`config.mk`:
```
export PLATFORM = sky130hd
export DESIGN_NAME = date_period_overlap_days
export DESIGN_NICKNAME = d
export VERILOG_FILES = /design/src/dpod_pkg.sv /design/src/dpod_mul.sv /design/src/date_period_overlap_days.sv
export SDC_FILE = /design/constraint.sdc
export NUM_CORES = 1
export LEC_CHECK = 0
export ABC_AREA = 1
export BUFFER_PORTS_ARGS = -buffer_cell sky130_fd_sc_hd__buf_4
export CAP_MARGIN = 20
export CORE_UTILIZATION = 30
export CTS_BUF_LIST = sky130_fd_sc_hd__clkbuf_16
export DETAILED_ROUTE_END_ITERATION = 16
export PLACE_DENSITY = 0.56
export SYNTH_ARGS = -nofsm -noshare
export SYNTH_HDL_FRONTEND = slang
export SYNTH_SLANG_ARGS = --single-unit
```
`constraint.sdc`:
```
create_clock -name clk -period 8.3 [get_ports clk]
set_input_delay 2.075 -clock clk [delete_from_list [all_inputs] [get_ports clk]]
set_output_delay 2.075 -clock clk [all_outputs]
set_load 0.05 [all_outputs]
```
`src/dpod_pkg.sv`:
```
// shared types, widths and calendar constants for the date period overlap block
package dpod_pkg;

  localparam int DAY_W  = 5;
  localparam int MON_W  = 4;
  localparam int YEAR_W = 14;
  localparam int CNT_W  = 15;

  // serial day number: 365 * 16383 plus leap days and month offset fits in 23 bits
  localparam int SER_W = 23;

  // shared multiplier operand and product widths
  localparam int MUL_W  = 15;
  localparam int PROD_W = 2 * MUL_W;

  // floor(x / 100) = (x * RECIP100) >> RECIP_SH, exact for x < 43690
  localparam int RECIP_SH = 21;
  localparam logic [MUL_W-1:0] RECIP100 = MUL_W'(((1 << RECIP_SH) + 99) / 100);
  localparam logic [MUL_W-1:0] DAYS_YEAR = MUL_W'(365);

  localparam logic [CNT_W-1:0] CNT_MAX = {CNT_W{1'b1}};

  // per-date steps of the shared unit
  localparam int STEP_W = 3;
  localparam logic [STEP_W-1:0] STEP_Q100  = STEP_W'(0);
  localparam logic [STEP_W-1:0] STEP_Q400  = STEP_W'(1);
  localparam logic [STEP_W-1:0] STEP_QYEAR = STEP_W'(2);
  localparam logic [STEP_W-1:0] STEP_BASE  = STEP_W'(3);
  localparam logic [STEP_W-1:0] STEP_SUM   = STEP_W'(4);

  typedef enum logic [2:0] {
    ST_IDLE,
    ST_DATE,
    ST_CMP,
    ST_SUB,
    ST_FIN
  } dpod_state_t;

  // days before the first of the month, month clamped to 1..12
  function automatic logic [8:0] days_before(input logic [MON_W-1:0] mon);
    logic [8:0] d;
    unique case (mon)
      4'd0, 4'd1: d = 9'd0;
      4'd2:       d = 9'd31;
      4'd3:       d = 9'd59;
      4'd4:       d = 9'd90;
      4'd5:       d = 9'd120;
      4'd6:       d = 9'd151;
      4'd7:       d = 9'd181;
      4'd8:       d = 9'd212;
      4'd9:       d = 9'd243;
      4'd10:      d = 9'd273;
      4'd11:      d = 9'd304;
      default:    d = 9'd334;
    endcase
    return d;
  endfunction

endpackage

```
`src/dpod_mul.sv`:
```
// shared multiplier with registered product
module dpod_mul (
  input  logic                           clk,
  input  logic [dpod_pkg::MUL_W-1:0]     mul_a,
  input  logic [dpod_pkg::MUL_W-1:0]     mul_b,
  output logic [dpod_pkg::PROD_W-1:0]    prod_r
);

  always_ff @(posedge clk) begin
    prod_r <= dpod_pkg::PROD_W'(mul_a) * dpod_pkg::PROD_W'(mul_b);
  end

endmodule

```
`src/date_period_overlap_days.sv`:
```
// an accepted request runs five steps per date for four dates, then compare, subtract and finish, to out_valid
// one request at a time; in_stall stays high while a request is worked on
// requests are serialised by the single shared multiplier, issued four times per date for four dates
// a finished result waits in the output register while the next request is taken
// reset: synchronous, active-low rst_n returns the sequencer to idle and clears out_valid
module date_period_overlap_days (
  input  logic                            clk,
  input  logic                            rst_n,
  input  logic                            in_valid,
  output logic                            in_stall,
  input  logic [dpod_pkg::DAY_W-1:0]      in_first_start_day,
  input  logic [dpod_pkg::MON_W-1:0]      in_first_start_month,
  input  logic [dpod_pkg::YEAR_W-1:0]     in_first_start_year,
  input  logic [dpod_pkg::DAY_W-1:0]      in_first_end_day,
  input  logic [dpod_pkg::MON_W-1:0]      in_first_end_month,
  input  logic [dpod_pkg::YEAR_W-1:0]     in_first_end_year,
  input  logic [dpod_pkg::DAY_W-1:0]      in_second_start_day,
  input  logic [dpod_pkg::MON_W-1:0]      in_second_start_month,
  input  logic [dpod_pkg::YEAR_W-1:0]     in_second_start_year,
  input  logic [dpod_pkg::DAY_W-1:0]      in_second_end_day,
  input  logic [dpod_pkg::MON_W-1:0]      in_second_end_month,
  input  logic [dpod_pkg::YEAR_W-1:0]     in_second_end_year,
  output logic                            out_valid,
  input  logic                            out_stall,
  output logic                            out_periods_overlap,
  output logic [dpod_pkg::CNT_W-1:0]      out_overlap_days
);

  localparam int SER_W  = dpod_pkg::SER_W;
  localparam int MUL_W  = dpod_pkg::MUL_W;
  localparam int PROD_W = dpod_pkg::PROD_W;
  localparam int SH     = dpod_pkg::RECIP_SH;

  dpod_pkg::dpod_state_t state_r, state_nxt;

  // captured dates: 0 first start, 1 first end, 2 second start, 3 second end
  logic [dpod_pkg::DAY_W-1:0]  day_r [4];
  logic [dpod_pkg::MON_W-1:0]  mon_r [4];
  logic [dpod_pkg::YEAR_W-1:0] yr_r  [4];
  logic [SER_W-1:0]            ser_r [4];

  logic [1:0]                  idx_r;
  logic [dpod_pkg::STEP_W-1:0] step_r;

  // quotients from the shared multiplier
  logic [PROD_W-SH-1:0] q100a_r;   // (yr + 99) / 100
  logic [PROD_W-SH-1:0] q400_r;    // (yr + 399) / 400
  logic [PROD_W-SH-1:0] qy_r;      // yr / 100

  logic [SER_W-1:0] lo_r, hi_r;

  logic                        ovl_r;
  logic [dpod_pkg::CNT_W-1:0]  cnt_r;
  logic                        out_valid_r;
  logic                        ovl_out_r;

  logic [MUL_W-1:0]  mul_a, mul_b;
  logic [PROD_W-1:0] prod_r;

  logic                        accept;
  logic                        load_out;
  logic [dpod_pkg::YEAR_W-1:0] cur_yr;
  logic [MUL_W-1:0]            yr15;
  logic [MUL_W-1:0]            leaps4;
  logic [MUL_W-1:0]            q100_x100;
  logic                        is_leap;
  logic [SER_W-1:0]            ser_sum;
  logic [SER_W-1:0]            span;
  logic [SER_W-1:0]            lo_sel, hi_sel;

  assign accept    = in_valid && !in_stall;
  assign in_stall  = (state_r != dpod_pkg::ST_IDLE);
  assign load_out  = (state_r == dpod_pkg::ST_FIN) && (!out_valid_r || !out_stall);
  assign out_valid = out_valid_r;
  assign out_periods_overlap = ovl_out_r;

  // operands of the date under work
  assign cur_yr = yr_r[idx_r];
  assign yr15   = {1'b0, cur_yr};

  dpod_mul u_mul (
    .clk    (clk),
    .mul_a  (mul_a),
    .mul_b  (mul_b),
    .prod_r (prod_r)
  );

  // shared multiplier operand select per step
  always_comb begin
    mul_a = '0;
    mul_b = '0;
    if (state_r == dpod_pkg::ST_DATE) begin
      unique case (step_r)
        dpod_pkg::STEP_Q100: begin
          mul_a = yr15 + MUL_W'(99);
          mul_b = dpod_pkg::RECIP100;
        end
        dpod_pkg::STEP_Q400: begin
          mul_a = (yr15 + MUL_W'(399)) >> 2;
          mul_b = dpod_pkg::RECIP100;
        end
        dpod_pkg::STEP_QYEAR: begin
          mul_a = yr15;
          mul_b = dpod_pkg::RECIP100;
        end
        dpod_pkg::STEP_BASE: begin
          mul_a = yr15;
          mul_b = dpod_pkg::DAYS_YEAR;
        end
        default: begin
          mul_a = '0;
          mul_b = '0;
        end
      endcase
    end
  end

  // serial day: 365*yr + leap days before yr + month offset + leap fixup + day
  always_comb begin
    leaps4    = (yr15 + MUL_W'(3)) >> 2;
    q100_x100 = MUL_W'({qy_r, 6'b0}) + MUL_W'({qy_r, 5'b0}) + MUL_W'({qy_r, 2'b0});
    // divisible by 4, and either not by 100 or by 400
    is_leap   = (cur_yr[1:0] == 2'b00) &&
                ((q100_x100 != yr15) || (qy_r[1:0] == 2'b00));
    ser_sum   = prod_r[SER_W-1:0]
              + SER_W'(leaps4)
              - SER_W'(q100a_r)
              + SER_W'(q400_r)
              + SER_W'(dpod_pkg::days_before(mon_r[idx_r]))
              + SER_W'(is_leap && (mon_r[idx_r] > 4'd2))
              + SER_W'(day_r[idx_r]);
  end

  // overlap window: later start, earlier end
  assign lo_sel = (ser_r[0] > ser_r[2]) ? ser_r[0] : ser_r[2];
  assign hi_sel = (ser_r[1] < ser_r[3]) ? ser_r[1] : ser_r[3];
  assign span   = hi_r - lo_r + SER_W'(1);

  always_comb begin
    state_nxt = state_r;
    unique case (state_r)
      dpod_pkg::ST_IDLE: if (accept) state_nxt = dpod_pkg::ST_DATE;
      dpod_pkg::ST_DATE: begin
        if (step_r == dpod_pkg::STEP_SUM && idx_r == 2'd3) state_nxt = dpod_pkg::ST_CMP;
      end
      dpod_pkg::ST_CMP:  state_nxt = dpod_pkg::ST_SUB;
      dpod_pkg::ST_SUB:  state_nxt = dpod_pkg::ST_FIN;
      dpod_pkg::ST_FIN:  if (load_out) state_nxt = dpod_pkg::ST_IDLE;
      default:           state_nxt = dpod_pkg::ST_IDLE;
    endcase
  end

  always_ff @(posedge clk) begin
    if (!rst_n) begin
      state_r <= dpod_pkg::ST_IDLE;
    end else begin
      state_r <= state_nxt;
    end
  end

  // sequencer counters
  always_ff @(posedge clk) begin
    if (!rst_n) begin
      idx_r  <= '0;
      step_r <= dpod_pkg::STEP_Q100;
    end else if (accept) begin
      idx_r  <= '0;
      step_r <= dpod_pkg::STEP_Q100;
    end else if (state_r == dpod_pkg::ST_DATE) begin
      if (step_r == dpod_pkg::STEP_SUM) begin
        step_r <= dpod_pkg::STEP_Q100;
        idx_r  <= idx_r + 2'd1;
      end else begin
        step_r <= step_r + dpod_pkg::STEP_W'(1);
      end
    end
  end

  // request capture
  always_ff @(posedge clk) begin
    if (accept) begin
      day_r[0] <= in_first_start_day;
      mon_r[0] <= in_first_start_month;
      yr_r[0]  <= in_first_start_year;
      day_r[1] <= in_first_end_day;
      mon_r[1] <= in_first_end_month;
      yr_r[1]  <= in_first_end_year;
      day_r[2] <= in_second_start_day;
      mon_r[2] <= in_second_start_month;
      yr_r[2]  <= in_second_start_year;
      day_r[3] <= in_second_end_day;
      mon_r[3] <= in_second_end_month;
      yr_r[3]  <= in_second_end_year;
    end
  end

  // quotient and serial day capture, in the step after issue
  always_ff @(posedge clk) begin
    if (state_r == dpod_pkg::ST_DATE) begin
      unique case (step_r)
        dpod_pkg::STEP_Q400:  q100a_r <= prod_r[PROD_W-1:SH];
        dpod_pkg::STEP_QYEAR: q400_r  <= prod_r[PROD_W-1:SH];
        dpod_pkg::STEP_BASE:  qy_r    <= prod_r[PROD_W-1:SH];
        dpod_pkg::STEP_SUM:   ser_r[idx_r] <= ser_sum;
        default: ;
      endcase
    end
  end

  always_ff @(posedge clk) begin
    if (state_r == dpod_pkg::ST_CMP) begin
      lo_r <= lo_sel;
      hi_r <= hi_sel;
    end
  end

  // overlap flag and saturated count
  always_ff @(posedge clk) begin
    if (state_r == dpod_pkg::ST_SUB) begin
      ovl_r <= (lo_r <= hi_r);
      if (lo_r > hi_r) begin
        cnt_r <= '0;
      end else if (span > SER_W'(dpod_pkg::CNT_MAX)) begin
        cnt_r <= dpod_pkg::CNT_MAX;
      end else begin
        cnt_r <= span[dpod_pkg::CNT_W-1:0];
      end
    end
  end

  // output register
  always_ff @(posedge clk) begin
    if (!rst_n) begin
      out_valid_r <= 1'b0;
    end else if (load_out) begin
      out_valid_r <= 1'b1;
    end else if (!out_stall) begin
      out_valid_r <= 1'b0;
    end
  end

  always_ff @(posedge clk) begin
    if (load_out) begin
      out_overlap_days <= cnt_r;
    end
  end

  // flag register follows the same load
  always_ff @(posedge clk) begin
    if (load_out) begin
      ovl_out_r <= ovl_r;
    end
  end

endmodule

```
==> impl_results.md, run 1 <==
* Vias at 16770
* CP dominant cell by count: inv_1
* Post-synth EDFFs at 289
* Routed wire length at 53930 um
* Fin. Hold Viols at 0
* Max Cap Viol at 0
* Area growth from synthesis to layout at 14.04%
* Worst Skew at 28.32 ps
* Site Rows at 104
* Total Die Area at 82500 um2
* CP max FO at 49
* Fraction of registers with async set/reset at 0%
* Via count of the first global-routing pass at 17138
* Synthesized instance count at 2501
* Final setup viols at 0
* Vias/cell at 4.496
* Filler instances at 8117
* Post-CTS Setup Repair Bufs at 0
* Initial antenna violation count at 0
* Synth top area cells: edfxtp_1 36%, ha_1 18%, fa_1 9.5%, inv_1 6.7%, nand2_1 6.2%
* Critical path class: flip-flop to flip-flop
* DRC violations left at 0
* Setup ws final at 677.7 ps
* Clock slew at reported path FFs at 60 ps
* Num Clock Sinks at 330
* Slowest CP cell: fa_1
* I/O Pins at 114
* Post-Layout Cell Count at 3730
* Largest net degree at the start of global routing at 66
* Reg2Reg Depth at 32
* Total Routing Usage GR at 13.36%
* Pre-CTS setup slack at 749.1 ps
* Post-CTS Hold Buffers at 0
* First-pass GRT wire length at 88100 um
* PortBufs at 113
* Critical Path AT at 8070 ps
* Share of cells above drive strength 1 at 12.14%
* Placed cell area at 26530 um2
* Post-synthesis sequential area ratio at 38.92%
* Cells after DPL at 3660
* ANT nets after route at 0
* Clock Path Buffers at 3
* Area of the core at 80550 um2
* Clk_lat worst skew at 560 ps
* Max VDD drop at 0.2115 mV
* Synth unique cells at 61
* Syn_nets at 3056
* Detailed Routing Iterations Pass 1 at 5
* GRT overflow at 0
* H-Tree Depth at 2
* Power Density at 366.2 nW/um2
* Ys flop type: edfxtp_1
* Post-route cell area at 27830 um2
* Yosys Warn Count at 0
* Result of the run: complete, no violations
* RR Endpoint: u_mul.prod_r[28]
* Cts repair resizes at 0
* Clock period minus worst slack at 7622 ps
* CTS Buf Count at 37
* TNS Setup at 0 ps
* CP required at 8750 ps
* Mean Syn Cell Area at 9.759 um2
* Flop-to-flop setup slack at 680 ps
* Nets at 3195
* DR iter-0 viols at 815
* Post-DP HPWL at 43940 um
* Initial Util at 30.30%
* Post-DR wirelength/cell at 14.46 um
* CP endpoint kind: flip-flop
* Final cycle utilization of the critical path at 91.84%
* Clock root buffer: clkbuf_16
* CTS tree: built
* End point of the critical path: u_mul.prod_r[28]
* Delay of the slowest critical-path stage at 530 ps
* Yosys top cell by area: edfxtp_1
* Hold Crit Class: flip-flop to flip-flop
* FMAX at 131.2 MHz
* DIE WIDTH at 287.2 um
* HP Start: cnt_r[10]
* Min Hold Slack at 416.1 ps
* Startpoint Class: flip-flop
* Synth Cell Area at 24410 um2
* Yosys top cell area share at 35.56%
* Worst Tran Pin Value at 1015 ps
* Normalized max-slew margin at 32.07%
* RSZ-0062 raised after global routing: no
* Pleak at 13.28 nW
* Die Ht at 287.2 um
* Synthesis-stage register bit count at 330
* Routability cong. at 0.8723
* Max Slew Vio Count at 0
==> where the power goes <==
group / switching, W / total [W] / internal [W] / leakage (nW)
registers: 0.0000895 / 0.00277 / 0.00268 / 3.00
clock network: 0.000699 / 0.00173 / 0.00103 / 0.639
logic: 0.00368 / 0.00570 / 0.00201 / 9.64
==> sequential cells by signal, indices dropped and copies added, names as in the netlist, 16 cells and up, named ones only <==
name,cells
day_r,20
lo_r,23
u_mul.prod_r,30
ser_r,92
mon_r,16
yr_r,56
hi_r,23
==> worst min-delay path by stage <==
stage | cells past startpoint | slack, ps | endpoint
6_report | 0 | 420 | out_overlap_days[10]
3_3_place_gp | 0 | 400 | out_periods_overlap
4_1_cts | 0 | 420 | out_overlap_days[10]
3_5_place_dp | 0 | 400 | out_overlap_days[10]
2_1_floorplan | 0 | 400 | out_overlap_days[0]
5_1_grt | 0 | 430 | out_overlap_days[3]
==> cells in the mapped netlist (all sizes together) (11+ instances only) <==
cell type and number:
xnor2 32, inv 463, xor2 49, o21ai 70, nor3 14, ha 343
fa 116, nand2 456, clkbuf 11, nand4 31, edfxtp 289, a21o 11
nor2 169, buf 21, nand3 126, dfxtp 41, a21oi 173
==> final cells by class <==
class / instances / area, um2 / area share [%]
Antenna cell: 1 / 2.502 / 0.008991
Multi-Input combinational cell: 1673 / 12970 / 46.61
Clock inverter: 30 / 330.3 / 1.187
Clock buffer: 38 / 950.9 / 3.417
Tap cell: 1060 / 1326 / 4.765
Sequential cell: 330 / 9500 / 34.13
Timing Repair Buffer: 132 / 996.0 / 3.578
Inverter: 466 / 1754 / 6.303
==> metal layers <==
layer	track usage, %	wire, um	up-vias
met5	0	0	-
met4	3.830	1270	0
met3	1.833	1943	76
met2	23.39	25970	302
met1	17.03	24750	7804
li1	-	-	8588
==> cell families after synthesis <==
logic type                 count (synthesis)  share of synthesized area, %
xor gates and xnor gates                  81                         2.937
AOI/OAI and AO/OA                        324                         7.654
adders and majority gates                459                         27.10
DFF                                      330                         38.92
buffers and inverters                    498                         8.074
and+or+nand+nor                          809                         15.32
==> stage by stage <==
stage / total power, W / utilization, %
after global placement: 0.008507 / 32.94
after floorplan: 0.007058 / -
after global routing: 0.01126 / 34.55
final: 0.01019 / 34.55
after CTS: 0.01034 / 34.53
after detailed placement: 0.008513 / 32.94
==> worst max-delay path: cells and delay by family, from the launching register on <==
family                   cells  cell delay, ps
adder cells (fa/ha/maj)      8            3370
AO/OA/AOI/OAI                6            1570
AND/OR/NAND/NOR             10            1320
buffers and inverters        8             900
flip-flops                   1             330
==> cells in the final DEF (no fill, tap or decap), types with 10 or more instances in the layout <==
master	count
clkbuf_16	38
nand3_2	20
nor2_1	150
inv_1	442
xnor2_1	32
inv_2	24
a21o_1	11
o21ai_0	62
xor2_1	48
nand4_1	31
nor3_1	11
a31oi_1	10
nand2_4	13
edfxtp_1	289
dfxtp_1	40
buf_4	130
fa_1	116
ha_1	343
a21oi_1	171
nand2_1	404
clkinv_1	10
nand2_2	39
nand3_1	104
nor2_2	14
(Power assumes the default switching activity.)
==> inputs of run 2 (changes only) <==
SYNTH_HIERARCHICAL = 1   (was default)
==> impl_results.md, run 2 <==
* Critical Path AT at 7840 ps (-230 ps)
* Fraction of registers with async set/reset at 0% (unchanged)
* CTS Buf Count at 36 (-2.7%)
* Initial Util at 30.31% (about the same)
* Area growth from synthesis to layout at 12.94%
* Final cycle utilization of the critical path at 89.41% (-2.4 points)
* Tot Pwr at 0.007330 W (-28%)
* Die Ht at 306.3 um (+6.7%)
* Yosys top cell by area: edfxtp_1
* Initial antenna violation count at 0 (unchanged)
* Clock slew at reported path FFs at 60 ps (about the same)
* Pre-CTS setup slack at 940.7 ps (+191.6 ps)
* Post-CTS Setup Repair Bufs at 0 (unchanged)
* Pleak at 15.87 nW (+19%)
* Post-DP HPWL at 52480 um (+19%)
* Largest net degree at the start of global routing at 81 (+23%)
* Synthesis-stage register bit count at 330 (unchanged)
* Clock root buffer: clkbuf_16
* Routed wire length at 65070 um (+21%)
* First-pass GRT wire length at 106000 um (+20%)
* Startpoint Class: flip-flop
* Hold path depth at 0 (unchanged)
* Post-synthesis sequential area ratio at 34.19% (-4.7 points)
* Post-DR wirelength/cell at 14.29 um (-1.2%)
* Post-CTS Hold Buffers at 0 (unchanged)
* Count leader, synth: nand2_1
* Num Clock Sinks at 330 (unchanged)
* Via count of the first global-routing pass at 20476 (+19%)
* Antenna cell count at 0 (-1)
* Total Routing Usage GR at 14.04% (+0.68 points)
* Finished Core Util at 34.24% (-0.32 points)
* Hold Path Sink: out_overlap_days[13]
* Cts repair resizes at 0 (unchanged)
* PortBufs at 113 (unchanged)
* Setup ws final at 878.7 ps (+201.1 ps)
* Most frequent cells in the layout: 759 x nand2_1, 735 x inv_1, 290 x ha_1
* Synth top area cells: edfxtp_1 31%, fa_1 15%, ha_1 13%, nand2_1 10%, inv_1 9.8%
* Synth unique cells at 56 (-8.2%)
* Site Rows at 111 (+6.7%)
* Mean Syn Cell Area at 8.752 um2 (-10%)
* Routability cong. at 0.8877 (+1.8%)
* Flop-to-flop setup slack at 880 ps (+200 ps)
* Area of the core at 91660 um2 (+14%)
* Vias/cell at 4.423 (-1.6%)
* I/O Pins at 114 (unchanged)
* Max reg flops at 92 (unchanged)
* TNS Setup at 0 ps (unchanged)
* Fin. Hold Viols at 0 (unchanged)
* Power Density at 233.6 nW/um2 (-36%)
* Clock Path Buffers at 3 (unchanged)
* Critical path class: flip-flop to flip-flop
* H-Tree Depth at 2 (unchanged)
* DRC violations left at 0 (unchanged)
* Most common cell after layout, fill and taps aside: nand2_1
* Max VDD drop at 0.1943 mV (-8.1%)
* CP dominant cell by count: inv_1
* Detailed Routing Iterations Pass 1 at 6 (+1)
* Max Slew Vio Count at 0 (unchanged)
* Final setup viols at 0 (unchanged)
* Nets at 3932 (+23%)
* Yosys Warn Count at 6 (+6)
* Clk_lat worst skew at 550 ps (about the same)
* Synth top cells by count: 759 x nand2_1, 723 x inv_1, 290 x ha_1, 289 x edfxtp_1, 207 x fa_1
* Largest registers: ser_r: 92 flops, yr_r: 56 flops, u_mul/prod_r: 30 flops
* Max Cap Viol at 0 (unchanged)
* CTS tree: built
* Worst Tran Pin Value at 1036 ps (+20.57 ps)
* GRT overflow at 0 (unchanged)
* Worst Skew at 36.41 ps (+8.093 ps)
* HP Start: cnt_r[13]
* Total Die Area at 93840 um2 (+14%)
* RSZ-0062 raised after global routing: no
* Ys flop type: edfxtp_1
* Hold Crit Class: flip-flop to flip-flop
* CP max FO at 46 (-6.1%)
* Clock period minus worst slack at 7421 ps (-201.1 ps)
* Post-route cell area at 31380 um2 (+13%)
* Delay of the slowest critical-path stage at 530 ps (about the same)
* Vias at 20139 (+20%)
* Reg2Reg Depth at 38 (+19%)
* RR Endpoint: u_mul/prod_r[26]
* Post-synth EDFFs at 289 (unchanged)
* ANT nets after route at 0 (unchanged)
* CP endpoint kind: flip-flop
* Placed cell area at 30290 um2 (+14%)
* Yosys top cell area share at 31.23% (-4.3 points)
* Share of cells above drive strength 1 at 9.356% (-2.8 points)
* Slowest CP cell: fa_1
* Normalized max-slew margin at 30.95% (-1.1 points)
* Synth Cell Area at 27790 um2 (+14%)
* Synthesized instance count at 3175 (+27%)
* FMAX at 134.7 MHz (+2.7%)
* Result of the run: complete, no violations
* DIE WIDTH at 306.3 um (+6.7%)
* CP required at 8720 ps (-30 ps)
* DR iter-0 viols at 1181 (+45%)
* Most flops, register: ser_r
[run 2: cells by family (layout without fill, tap and decap cells)]
family          count (synthesis)  count (layout)  synth area share [%]
simple gates                 1221            1221                 19.21
xor+xnor                       74              74                 2.333
fa+ha+maj                     497             497                 27.97
flops                         330             330                 34.19
other cells                     1              36               0.01350
buf+inv                       792             949                 11.00
compound gates                260             260                 5.286
[run 2: cell type report]
class	instances	area, um2
fill	9483	60280
multi-input combinational	2088	15430
sequential	330	9499
inverter	733	2751
tap	1186	1484
timing repair buffer	150	1126
clock buffer	36	900.9
clock inverter	30	191.4
[run 2: metrics by stage]
stage	hold slack [ps]	std cells
5_1_grt	424.1	4553
2_1_floorplan	400.3	3210
6_report	416.4	4553
4_1_cts	418.1	4553
3_5_place_dp	406.1	4487
3_3_place_gp	403.9	4487
[run 2: worst max-delay path, delay by kind of cell (launching register included)]
family                   cells  cell delay (ps)
flip-flops                   1              350
buffers and inverters       11             1290
adder cells (fa/ha/maj)      8             3740
AND/OR/NAND/NOR             19             1890
[run 2: how the worst max path moves through the flow]
stage	slack [ps]	cells after the start	startpoint	end
2_1_floorplan	1310	27	step_r[1]	u_mul/prod_r[26]
3_3_place_gp	950	38	flip-flop	u_mul/prod_r[26]
3_5_place_dp	940	38	flip-flop	u_mul/prod_r[26]
4_1_cts	910	38	flip-flop	u_mul/prod_r[26]
5_1_grt	320	38	flip-flop	u_mul/prod_r[26]
6_report	880	38	flip-flop	u_mul/prod_r[26]
[run 2: power by group]
part | internal (W) | switching [W]
clock | 0.000828 | 0.000680
combinational | 0.00112 | 0.00225
sequential | 0.00238 | 0.0000693
[run 2: metal layers]
metal / wire (um) / vias up / GRT usage [%]
li1: - / 10242 / -
met1: 29600 / 9459 / 18.35
met2: 31740 / 355 / 24.79
met3: 2508 / 83 / 1.555
met4: 1224 / 0 / 3.093
met5: 0 / - / 0
==> inputs of run 3 (changes only) <==
CTS_BUF_LIST = default   (was sky130_fd_sc_hd__clkbuf_16)
==> impl_results.md, run 3 (synthesis results as in run 2) <==
* GRT overflow at 0 (unchanged)
* Cell-internal power at 0.004351 W (+0.57%)
* Cts repair resizes at 0 (unchanged)
* Most common cell after layout, fill and taps aside: nand2_1
* CP endpoint kind: flip-flop
* Max reg flops at 92 (unchanged)
* ANT nets after route at 0 (unchanged)
* FMAX at 135.1 MHz (+0.26%)
* Routed wire length at 65060 um (about the same)
* Clock Path Buffers at 3 (unchanged)
* Delay of the slowest critical-path stage at 530 ps (about the same)
* Worst Skew at 26.83 ps (-9.586 ps)
* Largest registers: ser_r: 92 flops, yr_r: 56 flops, u_mul/prod_r: 30 flops
* Max VDD drop at 0.1945 mV (about the same)
* CTS tree: built
* Normalized max-slew margin at 30.76% (-0.18 points)
* Hold Crit Class: flip-flop to flip-flop
* Nets at 3932 (unchanged)
* H-Tree Depth at 2 (unchanged)
* Clock power frac at 20.8% (+0.2 points)
* TNS Setup at 0 ps (unchanged)
* RSZ-0062 raised after global routing: no
* Finished Core Util at 34.25% (about the same)
* Max Cap Viol at 0 (unchanged)
* Area growth from synthesis to layout at 12.97% (about the same)
* Detailed Routing Iterations Pass 1 at 6 (unchanged)
* DRC violations left at 0 (unchanged)
* Post-route cell area at 31390 um2 (about the same)
* Vias at 20172 (+0.16%)
* Most frequent cells in the layout: 759 x nand2_1, 723 x inv_1, 290 x ha_1
* CTS Buf Count at 36 (unchanged)
* Routability cong. at 0.8877 (unchanged)
* I/O Pins at 114 (unchanged)
* PortBufs at 113 (unchanged)
* Power Density at 234.3 nW/um2 (+0.31%)
* Die Ht at 306.3 um (unchanged)
* Pleak at 15.82 nW (-0.28%)
* Filler instances at 9482 (-0.011%)
* Clock period minus worst slack at 7402 ps (-18.90 ps)
* Total Die Area at 93840 um2 (unchanged)
* CP top delay family: adder cells
* Post-DP HPWL at 52480 um (unchanged)
* Worst Tran Pin Value at 1039 ps (+2.715 ps)
* CP required at 8720 ps (about the same)
* Share of cells above drive strength 1 at 9.385% (+0.030 points)
* P_sw at 0.003004 W (about the same)
* Area of the core at 91660 um2 (unchanged)
* Clk_lat worst skew at 540 ps (about the same)
* Result of the run: complete, no violations
* DR iter-0 viols at 1121 (-5.1%)
* Clock slew at reported path FFs at 60 ps (about the same)
* Fin. Hold Viols at 0 (unchanged)
* Critical path class: flip-flop to flip-flop
* CP max FO at 46 (unchanged)
* Clock root buffer: clkbuf_16
* DIE WIDTH at 306.3 um (unchanged)
* Final setup viols at 0 (unchanged)
* Crit path buf inv count at 11 (unchanged)
* Placed cell area at 30290 um2 (unchanged)
* Post-DR wirelength/cell at 14.29 um (about the same)
* Initial Util at 30.31% (unchanged)
* Num Clock Sinks at 330 (unchanged)
* Total Routing Usage GR at 14.04% (about the same)
* CP dominant cell by count: inv_1
* Seq pwr share at 33.4% (about the same)
* Pre-CTS setup slack at 940.7 ps (unchanged)
* Setup ws final at 897.6 ps (+18.90 ps)
* Critical Path AT at 7830 ps (about the same)
* Post-CTS Hold Buffers at 0 (unchanged)
* Via count of the first global-routing pass at 20477 (+0.0049%)
* Post-CTS Setup Repair Bufs at 0 (unchanged)
* Antenna cell count at 0 (unchanged)
* Startpoint Class: flip-flop
* Site Rows at 111 (unchanged)
* Most flops, register: ser_r
* First-pass GRT wire length at 106100 um (about the same)
* Initial antenna violation count at 0 (unchanged)
* Slowest CP cell: fa_1
* Largest net degree at the start of global routing at 81 (unchanged)
* Max Slew Vio Count at 0 (unchanged)
* Switching Share at 40.84% (-0.13 points)
* Final cycle utilization of the critical path at 89.19% (-0.23 points)
* Logic pwr share at 45.8% (-0.2 points)
* Vias/cell at 4.430 (+0.16%)
## run 3: changes by cell type in the layout (fill, tap and decap cells not counted)
cell	previous run	this run
inv_1	735	723
clkbuf_8	0	1
clkbuf_1	0	12
clkinv_1	9	8
## run 3: path summary, 6_finish.rpt
path / startpoint / end / slack [ps] / depth (start not counted)
setup / recovery: flip-flop / u_mul/prod_r[26] / 900 / 38
setup reg to reg: flip-flop / u_mul/prod_r[26] / 900 / 38
hold / removal: cnt_r[13] / out_overlap_days[13] / 420 / 0
hold reg to reg: cnt_r[13] / out_overlap_days[13] / 420 / 0
## run 3: area by class of cell
type                       count  area [um2]  share of cell area (%)
clock buffer                  49       959.7                   3.057
multi-input combinational   2088       15430                   49.15
timing repair buffer         150        1126                   3.587
clock inverter                17       142.6                  0.4544
tap                         1186        1484                   4.727
sequential                   330        9499                   30.26
inverter                     733        2751                   8.765
## run 3: per-layer routing
layer	wire length, um	GRT usage (%)	up-vias
met3	2455	1.555	83
met4	1262	3.116	0
met5	0	0	-
met1	29680	18.35	9477
met2	31660	24.77	372
li1	-	-	10240
## run 3: per-stage QoR
step                      power (W)  hold slack [ps]  std cells
after floorplan            0.004855            400.3       3210
after global routing       0.007957            424.1       4553
after detailed placement   0.005855            406.1       4487
after global placement     0.005839            403.9       4487
final                      0.007356            415.7       4553
after CTS                  0.007429            418.1       4553
## run 3: power by group through the flow
stage / Combinational (W) / Sequential, W / Clock (W)
6_report: 0.00337 / 0.00245 / 0.00153
5_1_grt: 0.00385 / 0.00246 / 0.00164
4_1_cts: 0.00340 / 0.00246 / 0.00158
3_5_place_dp: 0.00336 / 0.00249 / 0
3_3_place_gp: 0.00335 / 0.00249 / 0
2_1_floorplan: 0.00240 / 0.00245 / 0
